[config.mk]
export PLATFORM = sky130hd
export DESIGN_NAME = pse_ctrl
export DESIGN_NICKNAME = d
export VERILOG_FILES = /design/src/rtl/postfix_stack_evaluator_top_macros.svh /design/src/rtl/pse_pkg.sv /design/src/rtl/pse_ctrl.sv
export SDC_FILE = /design/constraint.sdc
export NUM_CORES = 1
export LEC_CHECK = 0
export BUFFER_PORTS_ARGS = -buffer_cell sky130_fd_sc_hd__buf_2
export CORE_AREA = 5 5 42 44
export CTS_BUF_LIST = sky130_fd_sc_hd__clkbuf_8
export DETAILED_ROUTE_END_ITERATION = 8
export DIE_AREA = 0 0 47 49
export PLACE_DENSITY = 0.66
export SLEW_MARGIN = 5
export SYNTH_ARGS = -nofsm -noshare
export SYNTH_HDL_FRONTEND = slang
export SYNTH_SLANG_ARGS = --single-unit
[constraint.sdc]
create_clock -name clk -period 3.6 [get_ports clk]
set_input_delay 0.18 -clock clk [delete_from_list [all_inputs] [get_ports clk]]
set_output_delay 0.18 -clock clk [all_outputs]
set_load 0.01 [all_outputs]
[src/rtl/postfix_stack_evaluator_top_macros.svh]
// ---------------------------------------------------------------------------
// Postfix evaluator assertion macros
// Shared concurrent assertion forms, clocked on clk and disabled in reset.
// ---------------------------------------------------------------------------
`ifndef POSTFIX_STACK_EVALUATOR_TOP_MACROS_SVH
`define POSTFIX_STACK_EVALUATOR_TOP_MACROS_SVH

// Same-cycle implication
`define PSE_ASSERT_IMP(label, ante, cons) \
label: assert property (@(posedge clk) disable iff (!rst_n) (ante) |-> (cons)) \
    else $error("postfix evaluator: same-cycle property violated");

// Next-cycle implication
`define PSE_ASSERT_NXT(label, ante, cons) \
label: assert property (@(posedge clk) disable iff (!rst_n) (ante) |=> (cons)) \
    else $error("postfix evaluator: next-cycle property violated");

`endif

[src/rtl/pse_pkg.sv]
// ---------------------------------------------------------------------------
// Postfix evaluator package
// Types, codes, symbol constants and helpers shared by the evaluator files.
// ---------------------------------------------------------------------------
package pse_pkg;

    // Default number of operand stack entries
    localparam int PSE_STACK_DEPTH = 128;

    // Divider iterations, one quotient bit per cycle
    localparam int DIV_STEPS = 32;

    // Symbol bytes
    localparam logic [7:0] CH_END    = 8'h00;
    localparam logic [7:0] CH_LPAREN = 8'h28;
    localparam logic [7:0] CH_RPAREN = 8'h29;
    localparam logic [7:0] CH_STAR   = 8'h2A;
    localparam logic [7:0] CH_PLUS   = 8'h2B;
    localparam logic [7:0] CH_MINUS  = 8'h2D;
    localparam logic [7:0] CH_SLASH  = 8'h2F;
    localparam logic [7:0] CH_PCT    = 8'h25;
    localparam logic [7:0] CH_ZERO   = 8'h30;

    typedef logic [31:0] word_t;

    typedef enum logic [1:0] {
        ST_IDLE,
        ST_FETCH,
        ST_DIVIDE,
        ST_EMIT
    } state_t;

    typedef enum logic [1:0] {
        SYM_END,
        SYM_PAREN,
        SYM_OPER,
        SYM_OPND
    } sym_class_t;

    typedef enum logic [2:0] {
        OP_ADD,
        OP_SUB,
        OP_MUL,
        OP_DIV,
        OP_REM
    } op_t;

    typedef enum logic [1:0] {
        STAT_OK,
        STAT_UNDER,
        STAT_OVER,
        STAT_DIVZERO
    } stat_t;

    // Datapath status seen by the controller
    typedef struct packed {
        sym_class_t sym_class;
        op_t        sym_op;
        op_t        cur_op;
        logic       count_zero;
        logic       count_lt2;
        logic       stack_full;
        logic       rhs_zero;
        logic       div_done;
        logic       out_free;
    } dp_stat_t;

    // Controller commands to the datapath
    typedef struct packed {
        logic  push;
        logic  pop_op;
        logic  clear;
        logic  alu_load;
        logic  div_start;
        logic  div_load;
        logic  pend_load;
        stat_t pend_status;
        logic  out_load;
    } dp_cmd_t;

    // Magnitude of a two's complement word
    function automatic word_t mag(word_t v);
        return v[31] ? (32'd0 - v) : v;
    endfunction

endpackage

[src/rtl/pse_ctrl.sv]
// ---------------------------------------------------------------------------
// Postfix evaluator controller
// Sequences symbol handling, operand fetch, division and result emission.
// ---------------------------------------------------------------------------
module pse_ctrl (
    input  logic              clk,
    input  logic              rst_n,
    input  logic              in_valid,
    output logic              in_ready,
    input  pse_pkg::dp_stat_t stat,
    output pse_pkg::dp_cmd_t  cmd
);
    import pse_pkg::*;

    state_t state_reg;
    state_t state_next;
    logic   skip_reg;
    logic   skip_next;
    logic   accept;
    logic   is_div_op;
    logic   cur_div_op;

    assign in_ready   = (state_reg == ST_IDLE);
    assign accept     = in_valid && in_ready;
    assign is_div_op  = (stat.sym_op == OP_DIV) || (stat.sym_op == OP_REM);
    assign cur_div_op = (stat.cur_op == OP_DIV) || (stat.cur_op == OP_REM);

    // State and skip flag
    always_ff @(posedge clk or negedge rst_n)
    begin
        if (!rst_n)
        begin
            state_reg <= ST_IDLE;
            skip_reg  <= 1'b0;
        end
        else
        begin
            state_reg <= state_next;
            skip_reg  <= skip_next;
        end
    end

    // Next state
    always_comb
    begin
        state_next = state_reg;
        unique case (state_reg)
            ST_IDLE:
            begin
                if (accept)
                begin
                    priority if (stat.sym_class == SYM_END)
                        state_next = skip_reg ? ST_IDLE : ST_EMIT;
                    else if (skip_reg || (stat.sym_class == SYM_PAREN))
                        state_next = ST_IDLE;
                    else if (stat.sym_class == SYM_OPND)
                        state_next = stat.stack_full ? ST_EMIT : ST_IDLE;
                    else if (stat.count_lt2 || (is_div_op && stat.rhs_zero))
                        state_next = ST_EMIT;
                    else
                        state_next = ST_FETCH;
                end
            end
            ST_FETCH:
                state_next = cur_div_op ? ST_DIVIDE : ST_IDLE;
            ST_DIVIDE:
                if (stat.div_done)
                    state_next = ST_IDLE;
            ST_EMIT:
                if (stat.out_free)
                    state_next = ST_IDLE;
            default:
                state_next = ST_IDLE;
        endcase
    end

    // Commands and skip flag
    always_comb
    begin
        cmd       = '0;
        skip_next = skip_reg;
        unique case (state_reg)
            ST_IDLE:
            begin
                if (accept)
                begin
                    priority if (stat.sym_class == SYM_END)
                    begin
                        // End of expression: clear the stack; unless skipping, emit top or report empty stack
                        cmd.clear = 1'b1;
                        skip_next = 1'b0;
                        if (!skip_reg)
                        begin
                            cmd.pend_load   = 1'b1;
                            cmd.pend_status = stat.count_zero ? STAT_UNDER : STAT_OK;
                        end
                    end
                    else if (skip_reg || (stat.sym_class == SYM_PAREN))
                    begin
                        // Drop the symbol
                    end
                    else if (stat.sym_class == SYM_OPND)
                    begin
                        if (stat.stack_full)
                        begin
                            cmd.clear       = 1'b1;
                            cmd.pend_load   = 1'b1;
                            cmd.pend_status = STAT_OVER;
                            skip_next       = 1'b1;
                        end
                        else
                        begin
                            cmd.push = 1'b1;
                        end
                    end
                    else if (stat.count_lt2)
                    begin
                        cmd.clear       = 1'b1;
                        cmd.pend_load   = 1'b1;
                        cmd.pend_status = STAT_UNDER;
                        skip_next       = 1'b1;
                    end
                    else if (is_div_op && stat.rhs_zero)
                    begin
                        cmd.clear       = 1'b1;
                        cmd.pend_load   = 1'b1;
                        cmd.pend_status = STAT_DIVZERO;
                        skip_next       = 1'b1;
                    end
                    else
                    begin
                        cmd.pop_op = 1'b1;
                    end
                end
            end
            ST_FETCH:
            begin
                if (cur_div_op)
                    cmd.div_start = 1'b1;
                else
                    cmd.alu_load = 1'b1;
            end
            ST_DIVIDE:
                cmd.div_load = stat.div_done;
            ST_EMIT:
                cmd.out_load = stat.out_free;
            default:
            begin
            end
        endcase
    end

endmodule

==> flow_summary_export.csv, run 1 <==
group,metric,value,unit
synthesis,synth_largest_area_cell,"sky130_fd_sc_hd__dfrtp_1",
critical_path,crit_path_launch_type,"flop",
synthesis,synth_cells,47,
critical_path,critPathArrivalTime,1.70,ns
detailed_routing,detail_route.first_pass.iterations,4,
detailed_routing,routed-via-count,456,
clock_network,cts_max_path_buffers,2,
clock_network,cts.clk_slew.worst_paths,0.03,ns
timing,finalWorstPathRequiredPeriod,1.884,ns
detailed_routing,route.detailed.drc,0,
clock_network,cts_buffers,3,
timing,hold-worst-slack,0.1876,ns
critical_path,setup.worst_path.start,"state_reg[1]",
global_route,maximum_number_of_pins_on_one_net_before_global_route_repair,10,
finish,proportion_of_layout_cells_with_a_drive_suffix_above_1,0.4416,
timing,fin_ws,1.716,ns
flow_run,timing.max_cap.violations,0,
detailed_routing,antenna_left,0,
global_route,grt_antenna_before_repair,0,
timing,slew_headroom,0.6382,
global_route,grt_pass1_vias,413,
global_route,gr-total-overflow,0,
clock_network,ctsHtreeMaxLevel,1,
floorplan,start_util,0.2491,
floorplan,floorplan.core_area,1401,µm²
critical_path,reg2reg_from,"state_reg[1]",
floorplan,floorplan.die_area,2303,µm²
synthesis,avgSynthCellArea,7.427,µm²
power_and_ir_drop,p_leak,0.0002798,µW
timing,final_max_slew_viol_count,0,
finish,area_growth,58.06,%
floorplan,die_span_in_x,47,µm
timing,clock-skew-final,0.001480,ns
critical_path,critical_path_class,"flop to output pin",
synthesis,synth.distinct_cells,26,
finish,antenna-diode-count,0,
synthesis,sequential_element_share_of_the_synthesized_area,0.2151,
synthesis,synth.area.top_cells,"sky130_fd_sc_hd__dfrtp_1 (22%), sky130_fd_sc_hd__nor2_1 (8.6%), sky130_fd_sc_hd__and4b_1 (5.7%), sky130_fd_sc_hd__nor4bb_1 (5.7%), sky130_fd_sc_hd__o21ai_0 (5.7%)",
hold_path,hp-start,"stat[0]",
detailed_routing,wl_per_cell,11.55,µm
critical_path,cp_max_fo,8,
synthesis,ys.warnings.count,0,
power_and_ir_drop,power,273.5,µW
placement,portBuffers,27,
hold_path,holdCritPathClass,"primary input to flop",
finish,final.fill_count,157,
synthesis,synth.cell_area,349.1,µm²
placement,finalWeightedCongestion,0.7494,
critical_path,critPathRequiredTime,3.42,ns
clock_network,cts_tree,"built",
clock_network,post_cts_resize_count,0,
detailed_routing,vias_per_cell,4.903,
clock_network,clk_latency,0.22,ns
global_route,grt_usage,0.1030,
floorplan,rows,14,
detailed_routing,wl,1.074,mm
global_route,grt_pass1_wl,1.628,mm
synthesis,yosys_register_bits,3,
synthesis,synthDominantCellAreaShare,0.2151,
clock_network,clock_sink_count,3,
critical_path,crit_path_end_kind,"output pin",
detailed_routing,drt_iter0_markers,10,
critical_path,reg2reg_slack,2.19,ns
timing,final.setup.tns,0,ns
floorplan,die_y,49,µm
timing,finalSetupViolCount,0,
clock_network,cts.root.buffer_cell,"sky130_fd_sc_hd__clkbuf_8",
finish,post_layout_net_count,95,
timing,worst_slew_pin_slew,0.5355,ns
timing,timing.fmax,0.5309,GHz
outcome,status,"completed",
finish,postLayoutCoreUtil,0.3938,
floorplan,io_pins,28,
finish,flip_flop_count_of_the_largest_register_all_copies_and_words_added,2,
power_and_ir_drop,power-per-cell-area,495.7,nW/µm²
placement,dpl_worst_slack,1.946,ns
synthesis,postSynthNetCount,64,
timing,post-route-period-util,0.5232,
power_and_ir_drop,vdd_drop_max,148.6,µV
placement,hpwl,890.1,µm
timing,rsz0062_at_grt,"no",
timing,final-hold-violation-count,0,
[per-stage QoR]
step,area (µm²),cells
3_5_place_dp,496.7,88
6_report,551.8,93
4_1_cts,551.8,93
5_1_grt,551.8,93
2_1_floorplan,349.1,47
3_3_place_gp,496.7,88
[cells in the final DEF (no fill, tap or decap), drive strengths merged]
cell,netlist,routed
nand2b,2,2
nor2b,1,1
nor3b,2,2
o31ai,1,1
clkbuf,2,3
nand3b,1,1
nor4bb,2,2
nor4,1,1
and3b,1,1
nand2,3,3
o21ai,5,5
a211oi,2,2
or3b,1,1
dfrtp,3,3
and4b,2,2
dlygate4sd3,0,1
buf,0,27
nand3,1,1
inv,1,2
a211o,1,1
and3,1,1
nor3,1,1
nor2,8,8
or3,1,1
o32ai,1,1
a21oi,3,3
[cells in the mapped netlist (all sizes together)]
library cell and number:
a211o 1, a211oi 2, a21oi 3, and3 1
and3b 1, and4b 2, clkbuf 2, dfrtp 3
inv 1, nand2 3, nand2b 2, nand3 1
nand3b 1, nor2 8, nor2b 1, nor3 1
nor3b 2, nor4 1, nor4bb 2, o21ai 5
o31ai 1, o32ai 1, or3 1, or3b 1
[path summary, 6_finish.rpt]
| path | end | cells after the start |
|---|---|---|
| worst max-delay path | cmd[1] | 4 |
| worst min-delay path | state_reg[0] | 2 |
| worst max register to register | state_reg[1] | 3 |
| worst min register to register | skip_reg | 2 |
| max in group asynchronous | state_reg[1] | 2 |
| min in group asynchronous | state_reg[0] | 2 |
[where the power goes]
part | switching [µW] | total, µW | leakage (µW) | internal, µW
clock network | 24.1 | 96.9 | 0.0000269 | 72.8
logic | 52.0 | 107 | 0.000215 | 55.1
registers | 21.8 | 69.5 | 0.0000376 | 47.7
[layer usage]
layer | vias up | part of all wire | global-route usage
met5 | - | 0 | 0
met4 | 0 | 0.039 | 0.1106
met3 | 4 | 0.14 | 0.01476
met2 | 29 | 0.39 | 0.1380
met1 | 184 | 0.43 | 0.1258
li1 | 239 | - | -
[area by class of cell]
type	count	area [µm²]	area share
multi-input cells	41	262.8	0.4762
clock inverters	1	3.754	0.006803
well taps	16	20.02	0.03628
repair buffers	28	145.1	0.2630
clock buffers	3	41.29	0.07483
inverters	1	3.754	0.006803
flip-flops and latches	3	75.07	0.1361
[critical path, cell delays in order (launching register included)]
cell,delay [ns]
sky130_fd_sc_hd__dfrtp_1,0.43
sky130_fd_sc_hd__or3b_4,0.43
sky130_fd_sc_hd__or3_4,0.34
sky130_fd_sc_hd__a211oi_2,0.13
sky130_fd_sc_hd__buf_2,0.15
[cells by family after synthesis]
group	count (synthesis)	synth area share
and+or+nand+nor	28	0.5090
DFF	3	0.2150
buffers and inverters	3	0.03226
AOI/OAI and AO/OA	13	0.2437
[what timing repair did]
item | 4_1_cts | 5_1_grt
hold endpoints to repair | 3 | 0
buffers inserted | 0 | 0
hold buffers | 1 | 0
(Power assumes the default switching activity.)
==> run 2, diff against run 1 <==
PLACE_DENSITY = 0.68   (was 0.66)
clock period = 1.5 ns   (was 3.6 ns; I/O delays follow)
==> run 2 against run 1 <==
  * The run now ends with negative setup slack left
  * Cell count rose by 7.5%
  * Clock power grew 130%
  * Power grew to 2.9 times the previous value
  * Clock skew up 0.0012 ns
  * Sequential power grew 110%
  * Register-to-register slack got worse by 2.3 ns
  * Count of clock-buffer cells in the layout unchanged
  * Sequential share of layout area down 2.1 points
  * Die area unchanged
  * Via count is 12% higher
  * Largest power group unchanged
  * Highest routed layer is now met3
==> flow_summary_export.csv, run 2 (same netlist as run 1, synthesis figures left out) <==
group,metric,value,unit
outcome,status,"complete, but fails checks",
outcome,violations_in_the_final_reports,"negative setup slack",
finish,area_growth,86.38,%
floorplan,start_util,0.2491,
clock_network,clk_latency,0.21,ns
detailed_routing,wl_per_cell,12.01,µm
finish,most-common-layout-cells,"sky130_fd_sc_hd__buf_2 (27), sky130_fd_sc_hd__nor2_1 (8), sky130_fd_sc_hd__buf_4 (6)",
detailed_routing,wl,1.201,mm
power_and_ir_drop,power-per-cell-area,1217,nW/µm²
floorplan,floorplan.die_area,2303,µm²
hold_path,holdCritPathClass,"primary input to flop",
critical_path,reg2regPathDepth,6,
placement,portBuffers,27,
critical_path,worst_r2r_dst,"state_reg[1]",
global_route,routing_layer_with_the_top_usage_in_global_route,"met2",
global_route,groute.layer.met3.usage,0.01845,
detailed_routing,antenna_left,0,
global_route,grt_antenna_before_repair,0,
global_route,grt_util_met2,0.1787,
critical_path,cpLargestDelayFamily,"simple AND/OR/NAND/NOR gates",
placement,dpl_worst_slack,0.02557,ns
critical_path,cpMaxStageDelayCell,"sky130_fd_sc_hd__or3b_4",
finish,postLayoutCoreUtil,0.4643,
timing,final_max_slew_viol_count,0,
power_and_ir_drop,p_leak,0.0003297,µW
global_route,groute.layer.met1.usage,0.1300,
timing,post-route-period-util,1.127,
critical_path,critPathMaxStageDelay,0.40,ns
power_and_ir_drop,seqPwrFrac,0.184,
power_and_ir_drop,combinationalPowerShare,0.533,
finish,proportion_of_layout_cells_with_a_drive_suffix_above_1,0.5476,
critical_path,critical_path_class,"flop to output pin",
timing,fin_ws,-0.1911,ns
floorplan,floorplan.core_area,1401,µm²
critical_path,crit_path_launch_type,"flop",
critical_path,path_buf_inv,1,
detailed_routing,routed-via-count,511,
timing,hold-worst-slack,0.06538,ns
power_and_ir_drop,power,791.6,µW
floorplan,die_span_in_x,47,µm
power_and_ir_drop,vdd_drop_max,613.7,µV
critical_path,reg2reg_from,"state_reg[1]",
critical_path,timing.critical_path.cells,"or3b_4 -> or3_4 -> a211oi_2 -> buf_2",
power_and_ir_drop,p_sw_frac,0.3507,
flow_run,timing.max_cap.violations,0,
finish,layout.cells.most_common,"sky130_fd_sc_hd__buf_2",
timing,rsz0062_at_grt,"yes",
floorplan,rows,14,
detailed_routing,detail_route.first_pass.iterations,4,
clock_network,cts_max_path_buffers,2,
timing,final-hold-violation-count,0,
placement,hpwl,919.9,µm
hold_path,whs_endpoint,"state_reg[0]",
critical_path,critPathArrivalTime,1.62,ns
power_and_ir_drop,cellInternalPower,513.9,µW
critical_path,crit_path_end_kind,"output pin",
floorplan,io_pins,28,
timing,finalWorstPathRequiredPeriod,1.691,ns
finish,flip_flop_count_of_the_largest_register_all_copies_and_words_added,2,
clock_network,cts_tree,"built",
clock_network,clock_sink_count,3,
global_route,gr-total-overflow,0,
timing,finalSetupViolCount,5,
timing,clock-skew-final,0.002702,ns
timing,timing.fmax,0.5913,GHz
clock_network,cts.root.buffer_cell,"sky130_fd_sc_hd__clkbuf_8",
global_route,grt_usage,0.1092,
global_route,grt_pass1_wl,1.945,mm
clock_network,cts_buffers,3,
detailed_routing,drt_iter0_markers,10,
power_and_ir_drop,switching_power,277.6,µW
timing,final.setup.tns,-0.6547,ns
placement,finalWeightedCongestion,0.7403,
power_and_ir_drop,clkPwrFrac,0.283,
clock_network,ctsHtreeMaxLevel,1,
global_route,maximum_number_of_pins_on_one_net_before_global_route_repair,10,
critical_path,cp_max_fo,2,
global_route,grt_pass1_vias,518,
clock_network,cts.clk_slew.worst_paths,0.03,ns
timing,slew_headroom,0.5136,
finish,antenna-diode-count,0,
timing,worst_slew_pin_slew,0.7198,ns
finish,post_layout_net_count,102,
floorplan,die_y,49,µm
detailed_routing,route.detailed.drc,0,
hold_path,min_path_cells,2,
critical_path,reg2reg_slack,-0.13,ns
critical_path,critPathRequiredTime,1.42,ns
detailed_routing,vias_per_cell,5.110,
hold_path,hp-start,"stat[0]",
-- run 2: area by class of cell --
type	instances	area, µm²
fill	154	750.7
multi-input combinational	41	305.3
timing repair buffer	35	201.4
sequential	3	75.07
clock buffer	3	41.29
tap	16	20.02
clock inverter	1	3.754
inverter	1	3.754
-- run 2: per-layer routing --
metal / wire, µm / part of all wire
met1: 481 / 0.40
met2: 599 / 0.50
met3: 120 / 0.10
met4: 0 / 0
met5: 0 / 0
-- run 2: power by group through the flow --
stage	combinational (µW)	sequential (µW)	clock, µW
after global routing	468	148	241
after floorplan	167	153	0
after global placement	308	140	0
after detailed placement	312	142	0
after CTS	347	142	226
final	422	146	224
-- run 2: how the worst max path moves through the flow --
stage	from	to	slack, ns	cells after the start
after floorplan	state_reg[1]	cmd[1]	0.05	3
after global placement	state_reg[1]	cmd[1]	0.04	4
after detailed placement	state_reg[1]	cmd[1]	0.03	4
after CTS	state_reg[1]	cmd[1]	-0.19	4
after global routing	state_reg[1]	cmd[1]	-0.22	4
final	state_reg[1]	cmd[1]	-0.19	4
-- run 2: worst register-to-register path: stages, from the launching register on --
cell	delay, ns
sky130_fd_sc_hd__dfrtp_1	0.36
sky130_fd_sc_hd__or3b_4	0.40
sky130_fd_sc_hd__buf_4	0.14
sky130_fd_sc_hd__a211o_1	0.23
sky130_fd_sc_hd__buf_4	0.13
sky130_fd_sc_hd__buf_4	0.14
sky130_fd_sc_hd__o32ai_4	0.12
-- run 2: through the flow --
| step | cells | instance area, µm² |
|---|---|---|
| after floorplan | 47 | 349.1 |
| after global placement | 91 | 519.2 |
| after detailed placement | 91 | 519.2 |
| after CTS | 98 | 596.8 |
| after global routing | 100 | 650.6 |
| final | 100 | 650.6 |
-- run 2: repair_timing --
item / CTS / global route
buffers inserted: 2 / 2
pin swaps: 3 / 5
resized for setup: 1 / 8
hold endpoints to repair: 3 / 0
endpoints found under the setup margin: 6 / 9
hold buffers: 1 / 0
==> run 3, diff against run 2 <==
RECOVER_POWER = 50   (was not set)
==> run 3 against run 2 <==
  * The flow still finishes with violations (negative setup slack)
  * Count of clock-buffer cells in the layout unchanged
  * Maximum frequency about the same
  * Power decreased by 0.42%
  * Utilization down 0.18 points
  * Global-route usage stayed put
  * Worst hold slack barely moved
  * Die area did not move
  * Clock skew barely moved
  * Sequential cell count is the same
  * Largest cell class unchanged
  * Largest power group unchanged
==> flow_summary_export.csv, run 3 (same netlist as run 1, synthesis figures left out) <==
group,metric,value,unit
floorplan,rows,14,
clock_network,ctsHtreeMaxLevel,1,
hold_path,holdCritPathClass,"primary input to flop",
critical_path,timing.critical_path.cells,"or3b_4 -> or3_4 -> a211oi_2 -> buf_2",
power_and_ir_drop,vdd_drop_max,615.4,µV
critical_path,cp_max_fo,2,
clock_network,clk_latency,0.21,ns
floorplan,die_span_in_x,47,µm
timing,clock-skew-final,0.002670,ns
floorplan,start_util,0.2491,
power_and_ir_drop,clkPwrFrac,0.284,
timing,final.setup.tns,-0.6622,ns
timing,finalWorstPathRequiredPeriod,1.693,ns
hold_path,hp-start,"stat[0]",
global_route,maximum_number_of_pins_on_one_net_before_global_route_repair,10,
finish,proportion_of_layout_cells_with_a_drive_suffix_above_1,0.5238,
flow_run,timing.max_cap.violations,0,
timing,fin_ws,-0.1926,ns
finish,antenna-diode-count,0,
critical_path,crit_path_launch_type,"flop",
placement,finalWeightedCongestion,0.7403,
critical_path,setup.worst_path.start,"state_reg[1]",
global_route,grt_pass1_wl,1.945,mm
global_route,grt_usage,0.1092,
critical_path,critPathMaxStageDelay,0.40,ns
critical_path,cpMaxStageDelayCell,"sky130_fd_sc_hd__or3b_4",
power_and_ir_drop,cellInternalPower,509.4,µW
power_and_ir_drop,p_sw_frac,0.3538,
detailed_routing,routed-via-count,511,
global_route,grt_antenna_before_repair,0,
finish,most-common-layout-cells,"sky130_fd_sc_hd__buf_2 (25), sky130_fd_sc_hd__nor2_1 (8), sky130_fd_sc_hd__buf_4 (6)",
timing,final-hold-violation-count,0,
clock_network,cts.clk_slew.worst_paths,0.03,ns
timing,slew_headroom,0.5139,
clock_network,cts.root.buffer_cell,"sky130_fd_sc_hd__clkbuf_8",
timing,final_max_slew_viol_count,0,
detailed_routing,vias_per_cell,5.110,
detailed_routing,wl_per_cell,12.04,µm
clock_network,cts_buffers,3,
finish,flip_flop_count_of_the_largest_register_all_copies_and_words_added,2,
critical_path,critPathArrivalTime,1.62,ns
global_route,gr-total-overflow,0,
critical_path,reg2reg_from,"state_reg[1]",
critical_path,critPathRequiredTime,1.42,ns
detailed_routing,route.detailed.drc,0,
detailed_routing,drt_iter0_markers,9,
timing,hold-worst-slack,0.06538,ns
timing,rsz0062_at_grt,"yes",
timing,post-route-period-util,1.128,
global_route,grt_pass1_vias,518,
timing,worst_slew_pin_slew,0.7193,ns
power_and_ir_drop,p_leak,0.0003246,µW
detailed_routing,antenna_left,0,
power_and_ir_drop,seqPwrFrac,0.185,
power_and_ir_drop,combinationalPowerShare,0.531,
outcome,violations_in_the_final_reports,"negative setup slack",
floorplan,floorplan.core_area,1401,µm²
critical_path,crit_path_end_kind,"output pin",
clock_network,cts_max_path_buffers,2,
timing,timing.fmax,0.5908,GHz
finish,post_layout_net_count,102,
timing,finalSetupViolCount,5,
detailed_routing,wl,1.204,mm
critical_path,critical_path_class,"flop to output pin",
floorplan,floorplan.die_area,2303,µm²
power_and_ir_drop,power-per-cell-area,1216,nW/µm²
clock_network,cts_tree,"built",
floorplan,io_pins,28,
placement,portBuffers,27,
placement,hpwl,919.9,µm
power_and_ir_drop,switching_power,278.8,µW
detailed_routing,detail_route.first_pass.iterations,4,
floorplan,die_y,49,µm
finish,area_growth,85.66,%
clock_network,clock_sink_count,3,
outcome,status,"complete, but fails checks",
finish,layout.cells.most_common,"sky130_fd_sc_hd__buf_2",
run 3: changes by cell type in the layout (fill, tap and decap cells not counted), sizes merged:
cell / previous run / this run
buf: 34 / 32
clkbuf: 3 / 5
run 3: area by class of cell:
| cell class | instances | area [µm²] |
|---|---|---|
| fillers | 152 | 753.2 |
| multi-input cells | 41 | 305.3 |
| repair buffers | 35 | 198.9 |
| flip-flops and latches | 3 | 75.07 |
| clock buffers | 3 | 41.29 |
| well taps | 16 | 20.02 |
| clock inverters | 1 | 3.754 |
| inverters | 1 | 3.754 |
run 3: power groups by stage:
stage | logic, µW | registers [µW] | clock network (µW)
final | 418 | 146 | 224
after global routing | 464 | 148 | 241
after CTS | 347 | 142 | 226
after detailed placement | 312 | 142 | 0
after global placement | 308 | 140 | 0
after floorplan | 167 | 153 | 0
run 3: per-layer routing:
layer  vias up  part of all wire  global-route usage
li1        251                 -                   -
met1       232              0.41              0.1300
met2        28              0.50              0.1787
met3         0             0.096             0.01845
met4         0                 0             0.05530
met5         -                 0                   0
run 3: path summary, 6_finish.rpt:
kind                       depth (start not counted)      endpoint  slack (ns)
max                                                4        cmd[1]       -0.19
min                                                2  state_reg[0]        0.07
max reg2reg                                        6  state_reg[1]       -0.13
min reg2reg                                        2      skip_reg        0.63
max in group asynchronous                          2  state_reg[0]        1.15
min in group asynchronous                          2  state_reg[1]        0.20
run 3: worst max-delay path, delay by kind of cell (launching register included):
kind            cells  cell delay (ns)
compound gates      1             0.13
buf+inv             1             0.16
flops               1             0.36
simple gates        2             0.75
run 3: metrics by stage:
step / instance area (µm²) / setup WS, ns / std cells / total power [µW] / utilization
after floorplan: 349.1 / 0.05319 / 47 / 320.3 / -
after global placement: 519.2 / 0.04080 / 91 / 448.1 / 0.3705
after detailed placement: 519.2 / 0.02557 / 91 / 454.5 / 0.3705
after CTS: 596.8 / -0.1867 / 98 / 715.4 / 0.4259
after global routing: 648.1 / -0.2211 / 100 / 852.6 / 0.4625
final: 648.1 / -0.1926 / 100 / 788.2 / 0.4625
run 3: repair_timing:
| action | in CTS | in global routing |
|---|---|---|
| endpoints found under the hold margin | 3 | 0 |
| hold buffers | 1 | 0 |
| pin swaps | 3 | 5 |
| cloned | 0 | 0 |
| endpoints found under the setup margin | 6 | 9 |
| gates resized for setup | 1 | 8 |
| buffers inserted | 2 | 2 |
